$ cat src/rtl/ich_pkg.sv
// Shared types and constants of the incremental convex hull core.
package ich_pkg;

  // Fixed widths of the transaction fields.
  localparam int unsigned FIELD_W  = 16;
  localparam int unsigned CMD_W    = 2;
  localparam int unsigned RIDX_W   = 6;
  localparam int unsigned VCOUNT_W = 7;
  localparam int unsigned MIN_HULL = 3;

  // Command codes of an input transaction.
  typedef enum logic [CMD_W-1:0] {
    CMD_INSERT = 2'd0,
    CMD_APPEND = 2'd1,
    CMD_CLEAR  = 2'd2,
    CMD_READ   = 2'd3
  } cmd_e;

  // Datapath operations issued by the controller, one per cycle.
  typedef enum logic [4:0] {
    OP_NONE,
    OP_LOAD,
    OP_APPEND,
    OP_CLEAR,
    OP_RD_REQ,
    OP_RD_CAP,
    OP_V_INIT,
    OP_V_FIRST,
    OP_CAP_B,
    OP_MUL_V,
    OP_V_EVAL,
    OP_DECIDE,
    OP_C_INIT,
    OP_C_STEP,
    OP_C_INS,
    OP_C_DONE,
    OP_L_INIT,
    OP_L_A,
    OP_L_B,
    OP_CAP_C,
    OP_MUL_L,
    OP_L_EVAL,
    OP_EMIT
  } op_e;

  // Command from controller to datapath.
  typedef struct packed {
    op_e  op;
    logic advance;
  } dp_cmd_t;

  // Status from datapath to controller.
  typedef struct packed {
    logic cnt_lt3;
    logic j_last;
    logic ins_here;
    logic col_zero;
    logic dec_copy;
  } dp_status_t;

endpackage

$ cat src/rtl/ich_ctrl.sv
// Controller state machine of the hull core: sequences scans, copies and result handoff.
module ich_ctrl
  import ich_pkg::*;
(
  input  logic             clk_i,
  input  logic             rst_ni,
  input  logic             in_valid_i,
  output logic             in_ready_o,
  input  logic [CMD_W-1:0] cmd_i,
  output logic             out_valid_o,
  input  logic             out_ready_i,
  output dp_cmd_t          ctrl_o,
  input  dp_status_t       status_i
);

  typedef enum logic [4:0] {
    S_IDLE, S_APPEND, S_CLEAR, S_RD_REQ, S_RD_CAP,
    S_V_INIT, S_V_FIRST, S_V_CAP, S_V_MUL, S_V_EVAL, S_V_DECIDE,
    S_C_INIT, S_C_STEP, S_C_INS, S_C_DONE,
    S_L_CHECK, S_L_INIT, S_L_A, S_L_B, S_L_CAP, S_L_MUL, S_L_EVAL,
    S_EMIT
  } state_e;

  state_e state_q;
  logic   col_pass_q;
  logic   out_valid_q;

  assign in_ready_o  = (state_q == S_IDLE);
  assign out_valid_o = out_valid_q;

  // Operation issued to the datapath in each state.
  always_comb begin
    ctrl_o.op      = OP_NONE;
    ctrl_o.advance = 1'b0;
    unique case (state_q)
      S_IDLE:     ctrl_o.op = in_valid_i ? OP_LOAD : OP_NONE;
      S_APPEND:   ctrl_o.op = OP_APPEND;
      S_CLEAR:    ctrl_o.op = OP_CLEAR;
      S_RD_REQ:   ctrl_o.op = OP_RD_REQ;
      S_RD_CAP:   ctrl_o.op = OP_RD_CAP;
      S_V_INIT:   ctrl_o.op = OP_V_INIT;
      S_V_FIRST:  ctrl_o.op = OP_V_FIRST;
      S_V_CAP:    ctrl_o.op = OP_CAP_B;
      S_V_MUL:    ctrl_o.op = OP_MUL_V;
      S_V_EVAL:   ctrl_o.op = OP_V_EVAL;
      S_V_DECIDE: ctrl_o.op = OP_DECIDE;
      S_C_INIT:   ctrl_o.op = OP_C_INIT;
      S_C_STEP: begin
        ctrl_o.op      = OP_C_STEP;
        ctrl_o.advance = !status_i.ins_here;
      end
      S_C_INS:    ctrl_o.op = OP_C_INS;
      S_C_DONE:   ctrl_o.op = OP_C_DONE;
      S_L_CHECK:  ctrl_o.op = OP_NONE;
      S_L_INIT:   ctrl_o.op = OP_L_INIT;
      S_L_A:      ctrl_o.op = OP_L_A;
      S_L_B:      ctrl_o.op = OP_L_B;
      S_L_CAP:    ctrl_o.op = OP_CAP_C;
      S_L_MUL:    ctrl_o.op = OP_MUL_L;
      S_L_EVAL:   ctrl_o.op = OP_L_EVAL;
      S_EMIT:     ctrl_o.op = (!out_valid_q || out_ready_i) ? OP_EMIT : OP_NONE;
      default:    ctrl_o.op = OP_NONE;
    endcase
  end

  // State sequencing and the result valid flag.
  always_ff @(posedge clk_i or negedge rst_ni) begin
    if (!rst_ni) begin
      state_q     <= S_IDLE;
      col_pass_q  <= 1'b0;
      out_valid_q <= 1'b0;
    end else begin
      // The emit state sets the flag itself, so the release is skipped there.
      if (out_ready_i && (state_q != S_EMIT)) begin
        out_valid_q <= 1'b0;
      end
      unique case (state_q)
        S_IDLE: begin
          if (in_valid_i) begin
            unique case (cmd_e'(cmd_i))
              CMD_INSERT: state_q <= status_i.cnt_lt3 ? S_APPEND : S_V_INIT;
              CMD_APPEND: state_q <= S_APPEND;
              CMD_CLEAR:  state_q <= S_CLEAR;
              CMD_READ:   state_q <= S_RD_REQ;
              default:    state_q <= S_IDLE;
            endcase
          end
        end
        S_APPEND, S_CLEAR, S_RD_CAP: state_q <= S_EMIT;
        S_RD_REQ:  state_q <= S_RD_CAP;
        S_V_INIT: begin
          col_pass_q <= 1'b0;
          state_q    <= S_V_FIRST;
        end
        S_V_FIRST: state_q <= S_V_CAP;
        S_V_CAP:   state_q <= S_V_MUL;
        S_V_MUL:   state_q <= S_V_EVAL;
        S_V_EVAL:  state_q <= status_i.j_last ? S_V_DECIDE : S_V_CAP;
        S_V_DECIDE: state_q <= status_i.dec_copy ? S_C_INIT : S_EMIT;
        S_C_INIT:  state_q <= S_C_STEP;
        S_C_STEP: begin
          if (status_i.ins_here) begin
            state_q <= S_C_INS;
          end else if (status_i.j_last) begin
            state_q <= S_C_DONE;
          end
        end
        S_C_INS:   state_q <= status_i.j_last ? S_C_DONE : S_C_STEP;
        S_C_DONE:  state_q <= col_pass_q ? S_EMIT : S_L_CHECK;
        S_L_CHECK: state_q <= status_i.cnt_lt3 ? S_EMIT : S_L_INIT;
        S_L_INIT:  state_q <= S_L_A;
        S_L_A:     state_q <= S_L_B;
        S_L_B:     state_q <= S_L_CAP;
        S_L_CAP:   state_q <= S_L_MUL;
        S_L_MUL:   state_q <= S_L_EVAL;
        S_L_EVAL: begin
          if (status_i.col_zero) begin
            col_pass_q <= 1'b1;
            state_q    <= S_C_INIT;
          end else if (status_i.j_last) begin
            state_q <= S_EMIT;
          end else begin
            state_q <= S_L_CAP;
          end
        end
        S_EMIT: begin
          if (!out_valid_q || out_ready_i) begin
            out_valid_q <= 1'b1;
            state_q     <= S_IDLE;
          end
        end
        default: state_q <= S_IDLE;
      endcase
    end
  end

  // A free output slot takes the result at once and frees the input side.
  a_emit_handoff: assert property (@(posedge clk_i) disable iff (!rst_ni)
    (state_q == S_EMIT && !out_valid_q) |=> (out_valid_q && state_q == S_IDLE))
    else $error("result handoff stalled with free output slot");

  // A zero cross product in the cleanup scan starts the collinear removal copy.
  a_col_pass: assert property (@(posedge clk_i) disable iff (!rst_ni)
    (state_q == S_L_EVAL && status_i.col_zero) |=> (col_pass_q && state_q == S_C_INIT))
    else $error("collinear removal not started");

  // No new transaction is taken while a command is in progress.
  a_busy: assert property (@(posedge clk_i) disable iff (!rst_ni)
    (state_q != S_IDLE) |-> (ctrl_o.op != OP_LOAD))
    else $error("load issued while busy");

endmodule

$ cat config.mk
export PLATFORM = sky130hd
export DESIGN_NAME = ich_ctrl
export DESIGN_NICKNAME = d
export VERILOG_FILES = /design/src/rtl/ich_pkg.sv /design/src/rtl/ich_ctrl.sv
export SDC_FILE = /design/constraint.sdc
export NUM_CORES = 1
export LEC_CHECK = 0
export BUFFER_PORTS_ARGS = -buffer_cell sky130_fd_sc_hd__clkbuf_2
export CAP_MARGIN = 20
export CORE_MARGIN = 5
export CORE_UTILIZATION = 30
export CTS_CLUSTER_SIZE = 10
export DETAILED_ROUTE_END_ITERATION = 7
export HOLD_SLACK_MARGIN = 0.15
export PLACE_DENSITY_LB_ADDON = 0.3
export SLEW_MARGIN = 10
export SYNTH_ARGS = -nofsm -noshare
export SYNTH_HDL_FRONTEND = slang
export SYNTH_SLANG_ARGS = --single-unit
export TNS_END_PERCENT = 5
$ cat constraint.sdc
create_clock -name clk_i -period 2.9 [get_ports clk_i]
set_input_delay 0.58 -clock clk_i [delete_from_list [all_inputs] [get_ports clk_i]]
set_output_delay 0.58 -clock clk_i [all_outputs]
set_load 0.03 [all_outputs]
==> flow_summary.yaml, run 1 <==
drt:
  drc: 0
  vias_per_cell: 6.07
  wl_per_cell_um: 15.6
  route.top_layer_used: "met4"
  wirelength_met1_um: 1190
  drtPass1Iterations: 4
  dr.first_iter.drc_count: 33
  vias: 1001
  drt-total-wl_um: 2580
  route.met3.wl_um: 94
  final_antenna_net_count: 0
  met2_length_um: 1210
logic_synthesis:
  yosysUniqueCellTypes: 44
  yosysTopAreaCellShare_pct: 19.9
  async_reset_ff_share_pct: 100
  synth-seq-cells: 7
  synth.most_common_cell: "buf_2"
  synthCells: 122
  synth_edf_count: 0
  yosysSeqAreaShare_pct: 19.9
  yosysTopAreaCell: "dfrtp_1"
  synth_area_per_cell_um2: 7.21
  ys.warnings.count: 0
  synth-main-ff-cell: "dfrtp_1"
  yosys-top-cells-area: "dfrtp_1 20%, buf_2 6.3%, o21ai_0 5.1%, a21oi_1 4.6%, a31oi_1 3.6%"
  netlist_area_um2: 880
  syn-num-nets: 133
  synth_top_cells_by_count: "11 x buf_2, 9 x o21ai_0, 8 x a21oi_1"
cts:
  htree_levels: 1
  clk_pin_slew_ns: 0.06
  cts-root-buf: "clkbuf_4"
  cts-resized-gates: 0
  cts_sinks: 7
  post_cts_buffers: 0
  ctsHoldBuffers: 0
  cts_buffers: 3
  clockBufferDepth: 2
  clk_latency_ns: 0.25
  cts_tree: "yes"
timing:
  period_share_pct: 83.6
  worst_pin_slew_ns: 0.781
  rsz0062_at_grt: "false"
  fin_setup_tns_ns: 0
  period_minus_slack_ns: 2.42
  hold_ws_ns: 0.153
  skew_ns: 0.00402
  report.final.hold_viol_count: 0
  setup_viol: 0
  setup_ws_ns: 0.477
  drv_slew: 0
  slew_headroom_pct: 47.9
  fmax_ghz: 0.413
critical_path:
  required_ns: 2.32
  cp.arrival_ns: 1.84
  critPathCaptureType: "output pin"
  path_class: "reg -> out"
  startpoint_type: "register"
  crit_path_max_fanout: 17
job:
  cap_violations: 0
layout:
  seqCellArea_um2: 175
  n_antenna_cell: 0
  area_growth_pct: 12.7
  nets: 146
  num-fill-cells: 296
  drive_gt1_share_pct: 19.4
  multi_input_area_um2: 623
placed_design:
  place.gp.congestion: 0.854
  numPortBuffers: 18
  post-place-ws_ns: 0.762
  place.detailed.hpwl_um: 1910
floorplanning:
  coreArea_mm2: 0.00278
  num_io_pins: 19
  initial_core_util_pct: 31.6
  die_w_um: 64.1
  row_count: 19
  dieArea_mm2: 0.00411
  die_h_um: 64.1
power:
  peakVddDrop_uv: 514
  leakagePower_nw: 0.406
  power_switching_w: 0.000748
  switching_share_pct: 57.1
  power_density_mw_per_mm2: 1320
  clkPwrFrac_pct: 6.8
  seq_power_share_pct: 26.3
  combPwrFrac_pct: 66.8
  internal-power_w: 0.000562
status:
  status: "complete, no violations"
global_route:
  grt_use_total_pct: 13.1
  grt_pass1_vias: 995
  grt_pass1_wl_um: 4440
  overflow: 0
  antenna_found_initial: 0
  grt_max_degree: 28
min_path:
  hold_path_class: "in -> async"
## path summary, 6_finish.rpt
path / start / to / slack (ns) / cells past startpoint
max: state_q[4]$_DFFE_PN0P_ / ctrl_o[2] / 0.48 / 5
min: rst_ni / state_q[2]$_DFFE_PN0P_ / 0.15 / 1
max reg2reg: state_q[0]$_DFFE_PN0P_ / state_q[1]$_DFFE_PN0P_ / 0.92 / 4
min reg2reg: out_valid_o$_DFF_PN0_ / out_valid_o$_DFF_PN0_ / 0.57 / 2
max in group asynchronous: rst_ni / state_q[4]$_DFFE_PN0P_ / 2.58 / 1
min in group clk_i: out_valid_o$_DFF_PN0_ / out_valid_o$_DFF_PN0_ / 0.57 / 2
## sequential cells by signal, summed over array words and instances, names as in the netlist
register,count
col_pass_q,1
out_valid_o,1
state_q,5
## stage by stage
step	total power, W	instances	util (%)	area, µm²
floorplan	0.00102	122	-	880
finish	0.00131	165	35.6	991
detailed placement	0.00122	161	34.7	965
global route	0.00144	165	35.6	991
global placement	0.00121	161	34.7	965
CTS	0.00131	165	35.6	991
## layout make-up
type                            instances  share of cell area, %
Multi-Input combinational cell         97                   62.9
Inverter                                6                   2.27
Timing Repair Buffer                   20                   10.6
Clock buffer                            4                   2.65
Tap cell                               31                   3.91
Sequential cell                         7                   17.7
## kinds of logic after synthesis
group / synth area share, %
compound gates: 37.3
xor+xnor: 1.99
buf+inv: 9.25
flops: 19.9
simple gates: 31.6
## per-layer routing
| layer | vias up | GRT usage (%) |
|---|---|---|
| li1 | 498 | - |
| met1 | 463 | 16.5 |
| met2 | 32 | 20.7 |
| met3 | 8 | 4.20 |
| met4 | 0 | 5.09 |
| met5 | - | 0 |
## cell usage in the layout, fill, tap and decap left out, drive strengths merged, types with 4 or more instances in the layout
cell,netlist,routed
o21ai,9,9
nor4,4,4
nor2b,5,5
a31oi,5,5
nand2b,5,5
nand2,5,5
clkbuf,1,22
nor2,7,7
inv,6,6
dfrtp,7,7
a21oi,8,8
nor3,5,5
## power by group through the flow
stage | clock, W | sequential, W | combinational [W]
after global placement | 0 | 0.000340 | 0.000872
final | 0.0000897 | 0.000345 | 0.000876
after global routing | 0.000101 | 0.000365 | 0.000970
after floorplan | 0 | 0.000189 | 0.000828
after CTS | 0.0000939 | 0.000340 | 0.000879
after detailed placement | 0 | 0.000343 | 0.000875
## worst max-delay path: stages (launching register included)
cell and delay, ns:
dfrtp_1 0.65, inv_1 0.26, o22ai_1 0.22, a21oi_1 0.09
o22ai_1 0.15, clkbuf_2 0.23
Note: power is estimated with default switching activity, not from simulation.
==> run 2: changes to the inputs <==
==> constraint.sdc (replaced) <==
create_clock -name clk_i -period 2.3 [get_ports clk_i]
set_input_delay 0.46 -clock clk_i [delete_from_list [all_inputs] [get_ports clk_i]]
set_output_delay 0.46 -clock clk_i [all_outputs]
set_load 0.03 [all_outputs]
==> run 2 against run 1 <==
  * Via count rose by 5.7%
  * Global-route usage rose by 0.75 points
  * Register-to-register slack got worse by 0.65 ns
  * Clock power rose by 23%
  * Die area did not move
  * Clock skew fell by 0.0033 ns
==> flow_summary.yaml, run 2 (synthesized netlist as in run 1, its figures left out) <==
timing:
  period_minus_slack_ns: 2.10
  fmax_ghz: 0.477
  period_share_pct: 91.2
  skew_ns: 0.000676
  report.final.hold_viol_count: 0
  rsz0062_at_grt: "false"
  slew_headroom_pct: 64.6
  setup_viol: 0
  worst_pin_slew_ns: 0.517
  drv_slew: 0
  setup_ws_ns: 0.202
  fin_setup_tns_ns: 0
layout:
  final_util_pct: 37.4
  drive_gt1_share_pct: 23.6
  num-fill-cells: 304
  fin_cells: 171
  n_antenna_cell: 0
  area_growth_pct: 18.4
  nets: 152
  largest_reg_flops: 5
  layout_commonest_cell: "clkbuf_2"
  regMostFlops: "state_q"
  layout_common_cells: "18 x clkbuf_2, 9 x o21ai_0, 8 x a21oi_1"
drt:
  vias_per_cell: 6.19
  drc: 0
  dr.first_iter.drc_count: 56
  drtPass1Iterations: 4
  vias: 1058
  wl_per_cell_um: 16.1
  drt-total-wl_um: 2760
  final_antenna_net_count: 0
placed_design:
  place.detailed.hpwl_um: 2110
  numPortBuffers: 18
  place.gp.congestion: 0.905
  dp_cells: 166
  post-place-ws_ns: 0.328
min_path:
  hold_depth: 3
  holdPathEnd: "col_pass_q$_DFFE_PN0P_"
  holdCritStartpoint: "status_i[1]"
  hold_path_class: "in -> reg"
critical_path:
  startpoint_type: "register"
  critPathCaptureType: "output pin"
  path_class: "reg -> out"
  cp.arrival_ns: 1.64
  required_ns: 1.84
  crit_path_max_fanout: 15
  worstReg2RegStart: "state_q[0]$_DFFE_PN0P_"
  slowest_stage: "dfrtp_1"
  critPathTopFamily: "simple AND/OR/NAND/NOR gates"
  cpPeakStageDelay_ns: 0.54
  rrSetupSlack_ns: 0.27
  crit_buf_inv: 1
  path_cells: "or3_4 > nor3_1 > clkbuf_2"
  r2r_end: "state_q[1]$_DFFE_PN0P_"
  reg2regPathDepth: 5
floorplanning:
  row_count: 19
  dieArea_mm2: 0.00411
  initial_core_util_pct: 31.6
  die_w_um: 64.1
  coreArea_mm2: 0.00278
  num_io_pins: 19
  die_h_um: 64.1
power:
  total_power_w: 0.00175
  power_density_mw_per_mm2: 1680
  peakVddDrop_uv: 745
  leakagePower_nw: 0.432
cts:
  cts_buffers: 3
  post_cts_buffers: 0
  cts-root-buf: "clkbuf_4"
  cts_sinks: 7
  clockBufferDepth: 2
  clk_pin_slew_ns: 0.05
  htree_levels: 1
  clk_latency_ns: 0.24
  cts_tree: "yes"
global_route:
  grt_pass1_vias: 963
  grt_use_total_pct: 13.9
  grt_pass1_wl_um: 4670
  overflow: 0
  antenna_found_initial: 0
  grt_max_degree: 21
status:
  status: "complete, no violations"
job:
  cap_violations: 0
==> run 2: cell types whose count changed in the layout (fill, tap and decap cells not counted) <==
cell / before / now
buf_4: 2 / 7
dfrtp_1: 7 / 5
dfrtp_2: 0 / 2
dlygate4sd3_1: 0 / 1
==> run 2: what timing repair did <==
action                                  4_1_cts  5_1_grt
endpoints found under the setup margin        0        3
resized for setup                             0        2
hold buffers                                  1        0
endpoints found under the hold margin         7        0
==> run 2: worst reg2reg max path, stage by stage, from the launching register on <==
cell       delay (ns)
dfrtp_1          0.50
buf_4            0.23
nor2b_1          0.21
a22o_1           0.28
a2111oi_0        0.53
a21oi_1          0.14
==> run 2: stage by stage <==
stage          area [µm²]  hold slack, ns
2_1_floorplan         880           0.164
6_report             1040           0.545
4_1_cts              1040           0.540
3_3_place_gp         1000           0.307
5_1_grt              1040           0.545
3_5_place_dp         1000           0.312
==> run 2: area by class of cell <==
class / instances / area [µm²] / area share (%)
timing repair buffer: 26 / 153 / 14.7
inverter: 6 / 22.5 / 2.16
multi-input combinational: 97 / 623 / 59.9
tap: 31 / 38.8 / 3.73
sequential: 7 / 178 / 17.1
clock buffer: 4 / 26.3 / 2.52
==> run 2: power by group <==
group          internal, W  total, W  leakage, nW  switching (W)
sequential        0.000190  0.000383       0.0854       0.000193
combinational     0.000511   0.00125        0.331       0.000744
clock            0.0000661  0.000110       0.0150      0.0000436
==> run 2: how the worst max path moves through the flow <==
stage          cells past startpoint              startpoint                endpoint
2_1_floorplan                      3  state_q[0]$_DFFE_PN0P_               ctrl_o[1]
3_3_place_gp                       5  state_q[0]$_DFFE_PN0P_  state_q[1]$_DFFE_PN0P_
3_5_place_dp                       5  state_q[0]$_DFFE_PN0P_  state_q[1]$_DFFE_PN0P_
4_1_cts                            4  state_q[3]$_DFFE_PN0P_               ctrl_o[4]
5_1_grt                            3  state_q[1]$_DFFE_PN0P_              in_ready_o
6_report                           3  state_q[1]$_DFFE_PN0P_              in_ready_o
==> run 2: layer usage <==
layer	global-route usage, %	part of all wire (%)
met5	0	0
met4	2.29	0.43
met2	22.6	50
met3	3.33	5.1
met1	18.8	44
